==> config.mk <==
export PLATFORM = sky130hd
export DESIGN_NAME = touch_gesture_recognizer_top
export DESIGN_NICKNAME = d
export VERILOG_FILES = /design/src/rtl/tgr_pkg.sv /design/src/rtl/tgr_datapath.sv /design/src/rtl/tgr_ctrl.sv /design/src/rtl/touch_gesture_recognizer_top.sv
export VERILOG_INCLUDE_DIRS = /design/src /design/src/rtl
export SDC_FILE = /design/constraint.sdc
export NUM_CORES = 2
export LEC_CHECK = 0
export ABC_AREA = 1
export BUFFER_PORTS_ARGS = -buffer_cell sky130_fd_sc_hd__clkbuf_2
export CAP_MARGIN = 20
export CORE_AREA = 10 10 349 351
export DETAILED_ROUTE_END_ITERATION = 8
export DIE_AREA = 0 0 359 361
export GPL_TIMING_DRIVEN = 0
export PLACE_DENSITY = 0.8
export SLEW_MARGIN = 20
export SYNTH_ARGS = -nofsm -noshare
export SYNTH_HDL_FRONTEND = slang
export SYNTH_SLANG_ARGS = --single-unit
==> constraint.sdc <==
create_clock -name clk_i -period 8.33 [get_ports clk_i]
set_input_delay 1.2495 -clock clk_i [delete_from_list [all_inputs] [get_ports clk_i]]
set_output_delay 1.2495 -clock clk_i [all_outputs]
set_load 0.03 [all_outputs]
==> src/rtl/touch_gesture_recognizer_top_macros.svh <==
// ----------------------------------------------------------------------------
// Touch gesture recognizer assertion macros
// Shared assertion forms used by the recognizer controller.
// ----------------------------------------------------------------------------
`ifndef TOUCH_GESTURE_RECOGNIZER_TOP_MACROS_SVH
`define TOUCH_GESTURE_RECOGNIZER_TOP_MACROS_SVH

// The consequent holds in the same cycle as the antecedent.
`define TGR_ASSERT_IMPL(label, ante, cons) \
  label: assert property (@(posedge clk_i) disable iff (!rst_ni) (ante) |-> (cons)) \
    else $error("touch gesture recognizer check failed");

// The consequent holds in the cycle after the antecedent.
`define TGR_ASSERT_NEXT(label, ante, cons) \
  label: assert property (@(posedge clk_i) disable iff (!rst_ni) (ante) |=> (cons)) \
    else $error("touch gesture recognizer check failed");

`endif

==> src/rtl/tgr_pkg.sv <==
// ----------------------------------------------------------------------------
// Touch gesture recognizer package
// Shared constants, codes, state and interface types.
// ----------------------------------------------------------------------------
package tgr_pkg;

  localparam int COORD_BITS_DEF = 12;
  localparam int TIME_BITS_DEF  = 32;

  localparam int CFG_IDX_W = 3;
  localparam int CFG_DATA_W = 23;
  localparam int SPEED_W = 23;
  localparam int MS_SCALE = 1000;
  localparam logic [SPEED_W-1:0] SPEED_MAX = '1;

  localparam logic [CFG_IDX_W-1:0] CFG_HOLD_DELAY   = 3'd0;
  localparam logic [CFG_IDX_W-1:0] CFG_TAP_MAX_MOVE = 3'd1;
  localparam logic [CFG_IDX_W-1:0] CFG_DRAG_START   = 3'd2;
  localparam logic [CFG_IDX_W-1:0] CFG_SWIPE_DIST   = 3'd3;
  localparam logic [CFG_IDX_W-1:0] CFG_SWIPE_VEL    = 3'd4;
  localparam logic [CFG_IDX_W-1:0] CFG_DTAP_WINDOW  = 3'd5;

  localparam logic [15:0] RST_HOLD_DELAY   = 16'd500;
  localparam logic [11:0] RST_TAP_MAX_MOVE = 12'd10;
  localparam logic [11:0] RST_DRAG_START   = 12'd12;
  localparam logic [12:0] RST_SWIPE_DIST   = 13'd50;
  localparam logic [22:0] RST_SWIPE_VEL    = 23'd300;
  localparam logic [15:0] RST_DTAP_WINDOW  = 16'd300;

  localparam logic [1:0] OP_PRESS   = 2'd0;
  localparam logic [1:0] OP_MOVE    = 2'd1;
  localparam logic [1:0] OP_RELEASE = 2'd2;
  localparam logic [1:0] OP_CANCEL  = 2'd3;

  typedef enum logic [2:0] {
    K_HOLD, K_DRAG_BEGIN, K_DRAG_MOVE, K_SWIPE, K_DRAG_END, K_TAP, K_DOUBLE_TAP
  } kind_e;

  typedef enum logic [2:0] {
    ST_IDLE, ST_SQ, ST_ROOT, ST_MUL, ST_DIV, ST_DECIDE, ST_EMIT
  } state_e;

  typedef struct packed {
    logic       sample;
    logic       sq_step;
    logic       root_step;
    logic       mul;
    logic       div_step;
    logic       decide;
    logic       load;
    logic       emit_last;
    logic [1:0] emit_idx;
  } cmd_t;

  typedef struct packed {
    logic       need_sq;
    logic       need_speed;
    logic       sq_last;
    logic       root_last;
    logic       div_last;
    logic       out_free;
    logic [1:0] rec_cnt;
  } status_t;

endpackage

==> src/rtl/tgr_datapath.sv <==
// ----------------------------------------------------------------------------
// Touch gesture recognizer datapath
// Contact state, configuration, squarer, root and divide units, record slots
// and the output register.
// ----------------------------------------------------------------------------
module tgr_datapath import tgr_pkg::*; #(
  parameter int COORD_BITS = COORD_BITS_DEF,
  parameter int TIME_BITS  = TIME_BITS_DEF
) (
  input  logic                         clk_i,
  input  logic                         rst_ni,
  input  logic                         cfg_valid_i,
  output logic                         cfg_ready_o,
  input  logic [CFG_IDX_W-1:0]         cfg_index_i,
  input  logic [CFG_DATA_W-1:0]        cfg_data_i,
  input  logic [1:0]                   op_i,
  input  logic [COORD_BITS-1:0]        pos_x_i,
  input  logic [COORD_BITS-1:0]        pos_y_i,
  input  logic [TIME_BITS-1:0]         time_ms_i,
  input  logic                         out_stall_i,
  output logic                         out_valid_o,
  output logic [2:0]                   kind_o,
  output logic [COORD_BITS-1:0]        at_x_o,
  output logic [COORD_BITS-1:0]        at_y_o,
  output logic signed [COORD_BITS:0]   delta_x_o,
  output logic signed [COORD_BITS:0]   delta_y_o,
  output logic [COORD_BITS-1:0]        start_x_o,
  output logic [COORD_BITS-1:0]        start_y_o,
  output logic [SPEED_W-1:0]           speed_o,
  output logic [1:0]                   taps_o,
  output logic                         last_o,
  input  cmd_t                         cmd_i,
  output status_t                      sts_o
);

  localparam int DW   = COORD_BITS + 1;
  localparam int OPW  = (COORD_BITS > 13) ? COORD_BITS : 13;
  localparam int SQW  = 2 * OPW + 1;
  localparam int RW   = OPW + 1;
  localparam int PW   = RW + 10;
  localparam int CNTW = $clog2(PW);
  localparam int TB   = TIME_BITS;

  logic [15:0] cfg_hold_q, cfg_win_q;
  logic [11:0] cfg_tmm_q, cfg_drag_q;
  logic [12:0] cfg_swd_q;
  logic [22:0] cfg_vel_q;

  logic [1:0]            op_q;
  logic [COORD_BITS-1:0] x_q, y_q;
  logic [TB-1:0]         t_q;

  logic                  is_down_q, is_down_d, hold_sent_q, hold_sent_d;
  logic                  dragging_q, dragging_d;
  logic [1:0]            tap_run_q, tap_run_d;
  logic [COORD_BITS-1:0] press_x_q, press_x_d, press_y_q, press_y_d;
  logic [COORD_BITS-1:0] prev_x_q, prev_x_d, prev_y_q, prev_y_d;
  logic [COORD_BITS-1:0] rel_x_q, rel_x_d, rel_y_q, rel_y_d;
  logic [TB-1:0]         press_time_q, press_time_d, rel_time_q, rel_time_d;

  logic [CNTW-1:0] cnt_q;
  logic [SQW-1:0]  moved2_q, rd2_q, tmm2_q, drag2_q, swipe2_q, win2_q;
  logic [2*RW-1:0] v_q, v_cur;
  logic [RW+1:0]   rem_q, rem_cur;
  logic [RW-1:0]   root_q, root_cur;
  logic [RW+3:0]   rem_sh, trial;
  logic [PW-1:0]   prod_q, dvd_q, dvd_cur;
  logic [TB-1:0]   drem_q, drem_cur, divisor;
  logic [TB:0]     dsh;

  kind_e              rec_kind_q [3];
  kind_e              rec_kind_d [3];
  logic signed [DW-1:0] rec_dx_q [3];
  logic signed [DW-1:0] rec_dx_d [3];
  logic signed [DW-1:0] rec_dy_q [3];
  logic signed [DW-1:0] rec_dy_d [3];
  logic [1:0]         rec_taps_q [3];
  logic [1:0]         rec_taps_d [3];
  logic [1:0]         rec_cnt_q, rec_cnt_d;

  logic signed [DW-1:0] px, py, rx, ry, mdx, mdy;
  logic [DW-1:0]        apx, apy, arx, ary;
  logic [OPW-1:0]       sq_op;
  logic [2*OPW-1:0]     sq;
  logic [TB-1:0]        elapsed, since;
  logic [SPEED_W-1:0]   speed_sat;
  logic                 hold_c, begin_c, drag_now, in_window, step_any, step_last;
  logic [1:0]           tap_now, new_tap, n;

  logic                  out_valid_q;
  kind_e                 out_kind_q;
  logic [COORD_BITS-1:0] out_x_q, out_y_q, out_sx_q, out_sy_q;
  logic signed [DW-1:0]  out_dx_q, out_dy_q;
  logic [SPEED_W-1:0]    out_speed_q;
  logic [1:0]            out_taps_q;
  logic                  out_last_q;

  assign cfg_ready_o = 1'b1;

  always_ff @(posedge clk_i or negedge rst_ni) begin
    if (!rst_ni) begin
      cfg_hold_q <= RST_HOLD_DELAY;
      cfg_tmm_q  <= RST_TAP_MAX_MOVE;
      cfg_drag_q <= RST_DRAG_START;
      cfg_swd_q  <= RST_SWIPE_DIST;
      cfg_vel_q  <= RST_SWIPE_VEL;
      cfg_win_q  <= RST_DTAP_WINDOW;
    end else if (cfg_valid_i) begin
      unique case (cfg_index_i)
        CFG_HOLD_DELAY:   cfg_hold_q <= cfg_data_i[15:0];
        CFG_TAP_MAX_MOVE: cfg_tmm_q  <= cfg_data_i[11:0];
        CFG_DRAG_START:   cfg_drag_q <= cfg_data_i[11:0];
        CFG_SWIPE_DIST:   cfg_swd_q  <= cfg_data_i[12:0];
        CFG_SWIPE_VEL:    cfg_vel_q  <= cfg_data_i[22:0];
        CFG_DTAP_WINDOW:  cfg_win_q  <= cfg_data_i[15:0];
        default: ;
      endcase
    end
  end

  always_ff @(posedge clk_i) begin
    if (cmd_i.sample) begin
      op_q <= op_i;
      x_q  <= pos_x_i;
      y_q  <= pos_y_i;
      t_q  <= time_ms_i;
    end
  end

  assign px  = $signed({1'b0, x_q}) - $signed({1'b0, press_x_q});
  assign py  = $signed({1'b0, y_q}) - $signed({1'b0, press_y_q});
  assign rx  = $signed({1'b0, x_q}) - $signed({1'b0, rel_x_q});
  assign ry  = $signed({1'b0, y_q}) - $signed({1'b0, rel_y_q});
  assign mdx = $signed({1'b0, x_q}) - $signed({1'b0, prev_x_q});
  assign mdy = $signed({1'b0, y_q}) - $signed({1'b0, prev_y_q});
  assign apx = px[DW-1] ? DW'(-px) : DW'(px);
  assign apy = py[DW-1] ? DW'(-py) : DW'(py);
  assign arx = rx[DW-1] ? DW'(-rx) : DW'(rx);
  assign ary = ry[DW-1] ? DW'(-ry) : DW'(ry);

  always_comb begin
    unique case (cnt_q[2:0])
      3'd0:    sq_op = OPW'(apx);
      3'd1:    sq_op = OPW'(apy);
      3'd2:    sq_op = OPW'(arx);
      3'd3:    sq_op = OPW'(ary);
      3'd4:    sq_op = OPW'(cfg_tmm_q);
      3'd5:    sq_op = OPW'(cfg_drag_q);
      3'd6:    sq_op = OPW'(cfg_swd_q);
      default: sq_op = OPW'({cfg_tmm_q, 1'b0});
    endcase
  end
  assign sq = sq_op * sq_op;

  assign step_any  = cmd_i.sq_step | cmd_i.root_step | cmd_i.div_step;
  assign step_last = (cmd_i.sq_step && sts_o.sq_last) || (cmd_i.root_step && sts_o.root_last)
                  || (cmd_i.div_step && sts_o.div_last);

  always_ff @(posedge clk_i or negedge rst_ni) begin
    if (!rst_ni) begin
      cnt_q <= '0;
    end else if (step_any) begin
      cnt_q <= step_last ? '0 : cnt_q + 1'b1;
    end
  end

  always_ff @(posedge clk_i) begin
    if (cmd_i.sq_step) begin
      unique case (cnt_q[2:0])
        3'd0:    moved2_q <= SQW'(sq);
        3'd1:    moved2_q <= moved2_q + SQW'(sq);
        3'd2:    rd2_q    <= SQW'(sq);
        3'd3:    rd2_q    <= rd2_q + SQW'(sq);
        3'd4:    tmm2_q   <= SQW'(sq);
        3'd5:    drag2_q  <= SQW'(sq);
        3'd6:    swipe2_q <= SQW'(sq);
        default: win2_q   <= SQW'(sq);
      endcase
    end
  end

  assign v_cur    = (cnt_q == '0) ? (2*RW)'(moved2_q) : v_q;
  assign rem_cur  = (cnt_q == '0) ? '0 : rem_q;
  assign root_cur = (cnt_q == '0) ? '0 : root_q;
  assign rem_sh   = {rem_cur, v_cur[2*RW-1 -: 2]};
  assign trial    = (RW+4)'({root_cur, 2'b01});

  assign elapsed  = t_q - press_time_q;
  assign since    = t_q - rel_time_q;
  assign divisor  = (elapsed == '0) ? TB'(1) : elapsed;
  assign dvd_cur  = (cnt_q == '0) ? prod_q : dvd_q;
  assign drem_cur = (cnt_q == '0) ? '0 : drem_q;
  assign dsh      = {drem_cur, dvd_cur[PW-1]};

  always_ff @(posedge clk_i) begin
    if (cmd_i.root_step) begin
      v_q <= v_cur << 2;
      if (rem_sh >= trial) begin
        rem_q  <= (RW+2)'(rem_sh - trial);
        root_q <= {root_cur[RW-2:0], 1'b1};
      end else begin
        rem_q  <= (RW+2)'(rem_sh);
        root_q <= {root_cur[RW-2:0], 1'b0};
      end
    end
    if (cmd_i.mul) begin
      prod_q <= PW'(root_q) * PW'(MS_SCALE);
    end
    if (cmd_i.div_step) begin
      if (dsh >= {1'b0, divisor}) begin
        drem_q <= TB'(dsh - {1'b0, divisor});
        dvd_q  <= {dvd_cur[PW-2:0], 1'b1};
      end else begin
        drem_q <= TB'(dsh);
        dvd_q  <= {dvd_cur[PW-2:0], 1'b0};
      end
    end
  end

  assign speed_sat = (|dvd_q[PW-1:SPEED_W]) ? SPEED_MAX : dvd_q[SPEED_W-1:0];

  assign hold_c    = !hold_sent_q && (elapsed >= TB'(cfg_hold_q)) && (moved2_q < tmm2_q);
  assign begin_c   = !dragging_q && (moved2_q >= drag2_q);
  assign drag_now  = dragging_q | begin_c;
  assign tap_now   = (hold_c | begin_c) ? 2'd0 : tap_run_q;
  assign in_window = (since <= TB'(cfg_win_q)) && (rd2_q <= win2_q);
  assign new_tap   = in_window ? ((tap_run_q == 2'd3) ? 2'd3 : tap_run_q + 2'd1) : 2'd1;

  always_comb begin
    is_down_d    = is_down_q;
    hold_sent_d  = hold_sent_q;
    dragging_d   = dragging_q;
    tap_run_d    = tap_run_q;
    press_x_d    = press_x_q;
    press_y_d    = press_y_q;
    prev_x_d     = prev_x_q;
    prev_y_d     = prev_y_q;
    press_time_d = press_time_q;
    rel_x_d      = rel_x_q;
    rel_y_d      = rel_y_q;
    rel_time_d   = rel_time_q;
    rec_kind_d   = rec_kind_q;
    rec_dx_d     = rec_dx_q;
    rec_dy_d     = rec_dy_q;
    rec_taps_d   = rec_taps_q;
    rec_cnt_d    = rec_cnt_q;
    n            = 2'd0;
    if (cmd_i.decide) begin
      unique case (op_q)
        OP_PRESS: begin
          is_down_d    = 1'b1;
          press_x_d    = x_q;
          press_y_d    = y_q;
          prev_x_d     = x_q;
          prev_y_d     = y_q;
          press_time_d = t_q;
          hold_sent_d  = 1'b0;
          dragging_d   = 1'b0;
        end
        OP_CANCEL: begin
          is_down_d  = 1'b0;
          dragging_d = 1'b0;
          tap_run_d  = 2'd0;
        end
        OP_MOVE: begin
          if (is_down_q) begin
            if (hold_c) begin
              rec_kind_d[n] = K_HOLD;
              rec_dx_d[n]   = '0;
              rec_dy_d[n]   = '0;
              rec_taps_d[n] = 2'd0;
              n             = n + 2'd1;
            end
            if (begin_c) begin
              rec_kind_d[n] = K_DRAG_BEGIN;
              rec_dx_d[n]   = px;
              rec_dy_d[n]   = py;
              rec_taps_d[n] = 2'd0;
              n             = n + 2'd1;
            end
            if (drag_now) begin
              rec_kind_d[n] = K_DRAG_MOVE;
              rec_dx_d[n]   = mdx;
              rec_dy_d[n]   = mdy;
              rec_taps_d[n] = tap_now;
              n             = n + 2'd1;
            end
            tap_run_d   = tap_now;
            hold_sent_d = hold_sent_q | hold_c;
            dragging_d  = drag_now;
            prev_x_d    = x_q;
            prev_y_d    = y_q;
          end
        end
        OP_RELEASE: begin
          if (is_down_q) begin
            is_down_d = 1'b0;
            if (dragging_q) begin
              rec_kind_d[0] = ((moved2_q >= swipe2_q) && (speed_sat >= cfg_vel_q)) ?
                              K_SWIPE : K_DRAG_END;
              rec_dx_d[0]   = px;
              rec_dy_d[0]   = py;
              rec_taps_d[0] = tap_run_q;
              n             = 2'd1;
              dragging_d    = 1'b0;
            end else begin
              if (moved2_q <= tmm2_q) begin
                rec_dx_d[0]   = '0;
                rec_dy_d[0]   = '0;
                rec_taps_d[0] = new_tap;
                n             = 2'd1;
                if (new_tap >= 2'd2) begin
                  rec_kind_d[0] = K_DOUBLE_TAP;
                  tap_run_d     = 2'd0;
                end else begin
                  rec_kind_d[0] = K_TAP;
                  tap_run_d     = new_tap;
                end
              end else begin
                tap_run_d = 2'd0;
              end
              rel_time_d = t_q;
              rel_x_d    = x_q;
              rel_y_d    = y_q;
            end
          end
        end
        default: ;
      endcase
      rec_cnt_d = n;
    end
  end

  always_ff @(posedge clk_i or negedge rst_ni) begin
    if (!rst_ni) begin
      is_down_q    <= 1'b0;
      hold_sent_q  <= 1'b0;
      dragging_q   <= 1'b0;
      tap_run_q    <= '0;
      press_x_q    <= '0;
      press_y_q    <= '0;
      prev_x_q     <= '0;
      prev_y_q     <= '0;
      press_time_q <= '0;
      rel_x_q      <= '0;
      rel_y_q      <= '0;
      rel_time_q   <= '0;
      rec_cnt_q    <= '0;
    end else begin
      is_down_q    <= is_down_d;
      hold_sent_q  <= hold_sent_d;
      dragging_q   <= dragging_d;
      tap_run_q    <= tap_run_d;
      press_x_q    <= press_x_d;
      press_y_q    <= press_y_d;
      prev_x_q     <= prev_x_d;
      prev_y_q     <= prev_y_d;
      press_time_q <= press_time_d;
      rel_x_q      <= rel_x_d;
      rel_y_q      <= rel_y_d;
      rel_time_q   <= rel_time_d;
      rec_cnt_q    <= rec_cnt_d;
    end
  end

  always_ff @(posedge clk_i) begin
    rec_kind_q <= rec_kind_d;
    rec_dx_q   <= rec_dx_d;
    rec_dy_q   <= rec_dy_d;
    rec_taps_q <= rec_taps_d;
  end

  always_ff @(posedge clk_i or negedge rst_ni) begin
    if (!rst_ni) begin
      out_valid_q <= 1'b0;
    end else if (cmd_i.load) begin
      out_valid_q <= 1'b1;
    end else if (!out_stall_i) begin
      out_valid_q <= 1'b0;
    end
  end

  always_ff @(posedge clk_i) begin
    if (cmd_i.load) begin
      out_kind_q  <= rec_kind_q[cmd_i.emit_idx];
      out_x_q     <= x_q;
      out_y_q     <= y_q;
      out_dx_q    <= rec_dx_q[cmd_i.emit_idx];
      out_dy_q    <= rec_dy_q[cmd_i.emit_idx];
      out_sx_q    <= press_x_q;
      out_sy_q    <= press_y_q;
      out_speed_q <= (rec_kind_q[cmd_i.emit_idx] == K_SWIPE ||
                      rec_kind_q[cmd_i.emit_idx] == K_DRAG_END) ? speed_sat : '0;
      out_taps_q  <= rec_taps_q[cmd_i.emit_idx];
      out_last_q  <= cmd_i.emit_last;
    end
  end

  assign out_valid_o = out_valid_q;
  assign kind_o      = out_kind_q;
  assign at_x_o      = out_x_q;
  assign at_y_o      = out_y_q;
  assign delta_x_o   = out_dx_q;
  assign delta_y_o   = out_dy_q;
  assign start_x_o   = out_sx_q;
  assign start_y_o   = out_sy_q;
  assign speed_o     = out_speed_q;
  assign taps_o      = out_taps_q;
  assign last_o      = out_last_q;

  assign sts_o.need_sq    = (op_i == OP_MOVE || op_i == OP_RELEASE) && is_down_q;
  assign sts_o.need_speed = (op_q == OP_RELEASE) && dragging_q;
  assign sts_o.sq_last    = (cnt_q == CNTW'(7));
  assign sts_o.root_last  = (cnt_q == CNTW'(RW - 1));
  assign sts_o.div_last   = (cnt_q == CNTW'(PW - 1));
  assign sts_o.out_free   = !out_valid_q || !out_stall_i;
  assign sts_o.rec_cnt    = rec_cnt_q;

endmodule

==> src/rtl/tgr_ctrl.sv <==
// ----------------------------------------------------------------------------
// Touch gesture recognizer controller
// Sequences the squarer, root, scale and divide phases and the record beats.
// ----------------------------------------------------------------------------
`include "touch_gesture_recognizer_top_macros.svh"

module tgr_ctrl import tgr_pkg::*; (
  input  logic    clk_i,
  input  logic    rst_ni,
  input  logic    in_valid_i,
  output logic    in_stall_o,
  input  status_t sts_i,
  output cmd_t    cmd_o
);

  state_e     state_q, state_d;
  logic [1:0] idx_q, idx_d;
  logic       last_rec;

  assign last_rec = (idx_q == sts_i.rec_cnt - 2'd1);

  always_comb begin
    state_d = state_q;
    unique case (state_q)
      ST_IDLE:   if (in_valid_i) state_d = sts_i.need_sq ? ST_SQ : ST_DECIDE;
      ST_SQ:     if (sts_i.sq_last) state_d = sts_i.need_speed ? ST_ROOT : ST_DECIDE;
      ST_ROOT:   if (sts_i.root_last) state_d = ST_MUL;
      ST_MUL:    state_d = ST_DIV;
      ST_DIV:    if (sts_i.div_last) state_d = ST_DECIDE;
      ST_DECIDE: state_d = ST_EMIT;
      ST_EMIT: begin
        if (sts_i.rec_cnt == 2'd0) begin
          state_d = ST_IDLE;
        end else if (sts_i.out_free && last_rec) begin
          state_d = ST_IDLE;
        end
      end
      default:   state_d = ST_IDLE;
    endcase
  end

  always_comb begin
    cmd_o      = '0;
    idx_d      = idx_q;
    in_stall_o = (state_q != ST_IDLE);
    unique case (state_q)
      ST_IDLE:   cmd_o.sample = in_valid_i;
      ST_SQ:     cmd_o.sq_step = 1'b1;
      ST_ROOT:   cmd_o.root_step = 1'b1;
      ST_MUL:    cmd_o.mul = 1'b1;
      ST_DIV:    cmd_o.div_step = 1'b1;
      ST_DECIDE: begin
        cmd_o.decide = 1'b1;
        idx_d        = 2'd0;
      end
      ST_EMIT: begin
        cmd_o.emit_idx  = idx_q;
        cmd_o.emit_last = last_rec;
        if (sts_i.rec_cnt != 2'd0 && sts_i.out_free) begin
          cmd_o.load = 1'b1;
          idx_d      = idx_q + 2'd1;
        end
      end
      default: ;
    endcase
  end

  always_ff @(posedge clk_i or negedge rst_ni) begin
    if (!rst_ni) begin
      state_q <= ST_IDLE;
      idx_q   <= '0;
    end else begin
      state_q <= state_d;
      idx_q   <= idx_d;
    end
  end

  `TGR_ASSERT_NEXT(a_accept_leaves_idle, state_q == ST_IDLE && in_valid_i, state_q != ST_IDLE)
  `TGR_ASSERT_NEXT(a_no_record_to_idle, state_q == ST_EMIT && sts_i.rec_cnt == 2'd0,
                   state_q == ST_IDLE)
  `TGR_ASSERT_IMPL(a_load_has_room, cmd_o.load, sts_i.out_free)

endmodule

==> src/rtl/touch_gesture_recognizer_top.sv <==
// A press, a cancel or an ignored event goes from idle through the decide and emit
// states with the input stalled; a move or a tap release first runs the squarer
// phase; a drag release adds the bit-serial root unit, a scale step and the
// bit-serial divider before its records are decided and emitted.
// A new event is taken only in the idle state, so output stalls also hold the
// input; reset loads register defaults.
// ----------------------------------------------------------------------------
// Touch gesture recognizer top level
// Tap, double tap, hold, drag and swipe detection on a touch event stream.
// ----------------------------------------------------------------------------
module touch_gesture_recognizer_top import tgr_pkg::*; #(
  parameter int COORD_BITS = COORD_BITS_DEF,
  parameter int TIME_BITS  = TIME_BITS_DEF
) (
  input  logic                       clk_i,
  input  logic                       rst_ni,
  input  logic                       cfg_valid_i,
  output logic                       cfg_ready_o,
  input  logic [CFG_IDX_W-1:0]       cfg_index_i,
  input  logic [CFG_DATA_W-1:0]      cfg_data_i,
  input  logic                       in_valid_i,
  output logic                       in_stall_o,
  input  logic [1:0]                 op_i,
  input  logic [COORD_BITS-1:0]      pos_x_i,
  input  logic [COORD_BITS-1:0]      pos_y_i,
  input  logic [TIME_BITS-1:0]       time_ms_i,
  output logic                       out_valid_o,
  input  logic                       out_stall_i,
  output logic [2:0]                 kind_o,
  output logic [COORD_BITS-1:0]      at_x_o,
  output logic [COORD_BITS-1:0]      at_y_o,
  output logic signed [COORD_BITS:0] delta_x_o,
  output logic signed [COORD_BITS:0] delta_y_o,
  output logic [COORD_BITS-1:0]      start_x_o,
  output logic [COORD_BITS-1:0]      start_y_o,
  output logic [SPEED_W-1:0]         speed_o,
  output logic [1:0]                 taps_o,
  output logic                       last_o
);

  cmd_t    cmd;
  status_t sts;

  tgr_ctrl u_ctrl (
    .clk_i      (clk_i),
    .rst_ni     (rst_ni),
    .in_valid_i (in_valid_i),
    .in_stall_o (in_stall_o),
    .sts_i      (sts),
    .cmd_o      (cmd)
  );

  tgr_datapath #(
    .COORD_BITS (COORD_BITS),
    .TIME_BITS  (TIME_BITS)
  ) u_datapath (
    .clk_i       (clk_i),
    .rst_ni      (rst_ni),
    .cfg_valid_i (cfg_valid_i),
    .cfg_ready_o (cfg_ready_o),
    .cfg_index_i (cfg_index_i),
    .cfg_data_i  (cfg_data_i),
    .op_i        (op_i),
    .pos_x_i     (pos_x_i),
    .pos_y_i     (pos_y_i),
    .time_ms_i   (time_ms_i),
    .out_stall_i (out_stall_i),
    .out_valid_o (out_valid_o),
    .kind_o      (kind_o),
    .at_x_o      (at_x_o),
    .at_y_o      (at_y_o),
    .delta_x_o   (delta_x_o),
    .delta_y_o   (delta_y_o),
    .start_x_o   (start_x_o),
    .start_y_o   (start_y_o),
    .speed_o     (speed_o),
    .taps_o      (taps_o),
    .last_o      (last_o),
    .cmd_i       (cmd),
    .sts_o       (sts)
  );

endmodule

==> metrics.txt <==
Crit path max-delay family adder cells; Horiz. Die Dim 359 um; CTS H-tree lvls 3; Die Y 361 um; post-synth net total 7793; worst path bufs/invs 10; relative slew slack 19.30%; initial antenna violation count 8; post-synth top area cell edfxtp_1; Yosys cell types 66; clk_lat worst skew 0.73 ns; CTS Sinks 787; failing checks negative setup slack; most common cell after layout, fill and taps aside nand2_1; via count 53383; vias in the first global route 50606; compound-cell area share of the yosys netlist 11.33%; Final min period 10.22 ns; flops & latches, synth 787; Worst Hold Class flop to flop; sequential area share after synthesis 39.48%; I/O pin count 195; Detail Route Antenna Nets 0; CTS tree yes; Worst path max stage delay 0.83 ns; # fillers 9241; Post-synth ARST share 31.26%; DR pass1 iterations 8; # hold bufs at CTS 0; yosys warns 0; synthesized cell area 56800 um^2; top cells by area, synth edfxtp_1 29%, nand2_1 12%, ha_1 12%, dfrtp_1 9.9%, inv_1 8.1%; initial core utilization 49.34%; share of layout cells above drive strength 1 16.03%; Antenna Diode Count 0; adder-cell share of the synthesized area 16.90%; die footprint 129600 um^2; core box area 115100 um^2; maximum clock rate 97.87 MHz; outcome complete, but fails checks; xor-xnor portion of the synthesized cell area 2.560%; Total Routing Usage GR 26.42%; Avg Cell Area, Syn 8.082 um^2; Post-synth EDFFs 541; Inserted Clock Buffers 87; Post-Synth Simple-Gate Area 20.34%; RSZ-0062 raised after global routing yes; HPWL Detailed 131400 um; Slew @ Worst Pin 1.198 ns; max_cap viols 0; critical path class flop to flop; Worst EP arrival 10.78 ns; GPL Wtd Cong 0.9950; Worst Setup Slack, final -1.888 ns; Vias per Instance 5.807; root buffer cell clkbuf_16; CP Data Required Time 8.89 ns; Reg clk slew, reported paths 0.07 ns; CP Launch Type flop; Final Hold Fails 0; post-synth top area share 28.60%; non-filler cells, final 9193; slowest cell on the critical path fa_1; clk buf depth 3; Nets 8361; Critical Path Fanout Max 10; DR iter-0 viols 6192; most frequent cells in the layout 1682 x nand2_1, 1171 x inv_1, 541 x edfxtp_1; placed cells 8776; total congestion overflow 0; Port Buffers 193; Area Overhead vs Synth 20.78%; Main synth FF type edfxtp_1; Tcrit/Tclk final 122.7%; synthesized netlist cell count 7028; CP endpoint kind flop; main combinational cell family by area after synthesis simple AND/OR/NAND/NOR gates; Setup Viol. Count Final 94; multiplexer area fraction after synthesis 0.01762%; drt drc 0; largest net degree at the start of global routing 90; Worst Skew 0.05233 ns; DR WL/cell 21.23 um; Routed WL 195100 um; first-pass GRT wire length 275300 um; CP most frequent cell inv_1; Slew Viols, Final 0; num rows 125
-- Yosys cell counts, types with 12 or more instances --
cell / n
fa_1: 152
o21ai_1: 17
xnor2_1: 51
a31oi_1: 29
nor2_1: 452
nor3_1: 62
inv_1: 1223
nand3_1: 331
nand4_1: 83
o21ai_0: 582
o21bai_1: 17
ha_1: 524
o21a_1: 26
nand3b_1: 12
or2_2: 23
a21oi_1: 409
nor4_1: 25
buf_2: 22
nand2_1: 1783
o211ai_1: 22
a21o_1: 23
clkbuf_1: 117
inv_2: 14
dfstp_2: 21
xor2_1: 115
dfrtp_1: 225
edfxtp_1: 541
-- cell families (layout without fill, tap and decap cells) --
kind of cell	Yosys count	count (layout)
adder cells (fa/ha/maj)	676	676
buffers and inverters	1395	2036
multiplexers	1	1
AND/OR/NAND/NOR	2810	2810
AO/OA/AOI/OAI	1192	1192
other	1	1
flip-flops	787	787
XOR/XNOR	166	166
-- final timing paths --
path                                           start                          end  slack (ns)  cells after the start
setup / recovery                 u_datapath.cnt_q[1]         u_datapath.rd2_q[26]       -1.89                     41
hold / removal             u_datapath.rel_time_q[11]    u_datapath.rel_time_q[11]        0.48                      2
setup reg to reg                 u_datapath.cnt_q[1]         u_datapath.rd2_q[26]       -1.89                     41
hold reg to reg            u_datapath.rel_time_q[11]    u_datapath.rel_time_q[11]        0.48                      2
max in group asynchronous                     rst_ni     u_datapath.cfg_vel_q[14]        6.74                      3
min in group asynchronous                     rst_ni  u_datapath.press_time_q[21]        0.59                      2
-- layout make-up --
class                           instances  area, um^2  area share [%]
Tap cell                             1524        1907           2.780
Sequential cell                       787       22430           32.70
Buffer                                156       695.7           1.014
Inverter                             1239        4725           6.887
Timing Repair Buffer                  479        3747           5.462
Clock inverter                         46       521.8          0.7605
Multi-Input combinational cell       4846       32130           46.84
Clock buffer                          116        2444           3.562
-- flip-flops by register name, summed over array words and instances (netlist names), 27 cells and up --
name                     flops
u_datapath.drem_q           32
u_datapath.moved2_q         27
u_datapath.press_time_q     32
u_datapath.rd2_q            27
u_datapath.rec_dx_q         39
u_datapath.rec_dy_q         39
u_datapath.rel_time_q       32
u_datapath.t_q              32
-- timing repair --
action                     in CTS  in global routing
pin swaps                     172                173
gates resized for setup       396                346
cloned                          0                  0
setup buffers                 151                105
setup endpoints to repair     106                 49
-- routing by layer --
layer  GRT usage [%]  vias up  part of all wire [%]
li1                -    24141                     -
met2           43.60     3341                    45
met1           32.96    24898                    36
met4           12.82       10                   6.8
met3           5.315      993                    12
met5               0        -                 0.038
-- worst reg2reg max path: cells and delay by family, from the launching register on --
kind | cells | cell delay (ns)
adder cells (fa/ha/maj) | 9 | 4.32
AND/OR/NAND/NOR | 12 | 1.92
buffers and inverters | 10 | 1.70
AO/OA/AOI/OAI | 9 | 1.46
flip-flops | 1 | 0.46
XOR/XNOR | 1 | 0.17
-- metrics by stage --
| step | setup WS, ns | hold WS [ns] | TNS, ns | util (%) | cell area (um^2) |
|---|---|---|---|---|---|
| global route | -1.907 | 0.5075 | -74.26 | 59.60 | 68600 |
| global placement | -2.700 | 0.4318 | -114.56 | 51.96 | 59810 |
| CTS | -0.4413 | 0.4848 | -5.599 | 57.66 | 66370 |
| detailed placement | -2.612 | 0.4490 | -112.48 | 52.52 | 60460 |
| finish | -1.888 | 0.4832 | -74.18 | 59.60 | 68600 |
| floorplan | -0.0007718 | 0.4264 | -0.0007718 | - | 56930 |
Power is not shown: default switching activity piles up to over one toggle a cycle in this logic, so the estimate is an artifact.
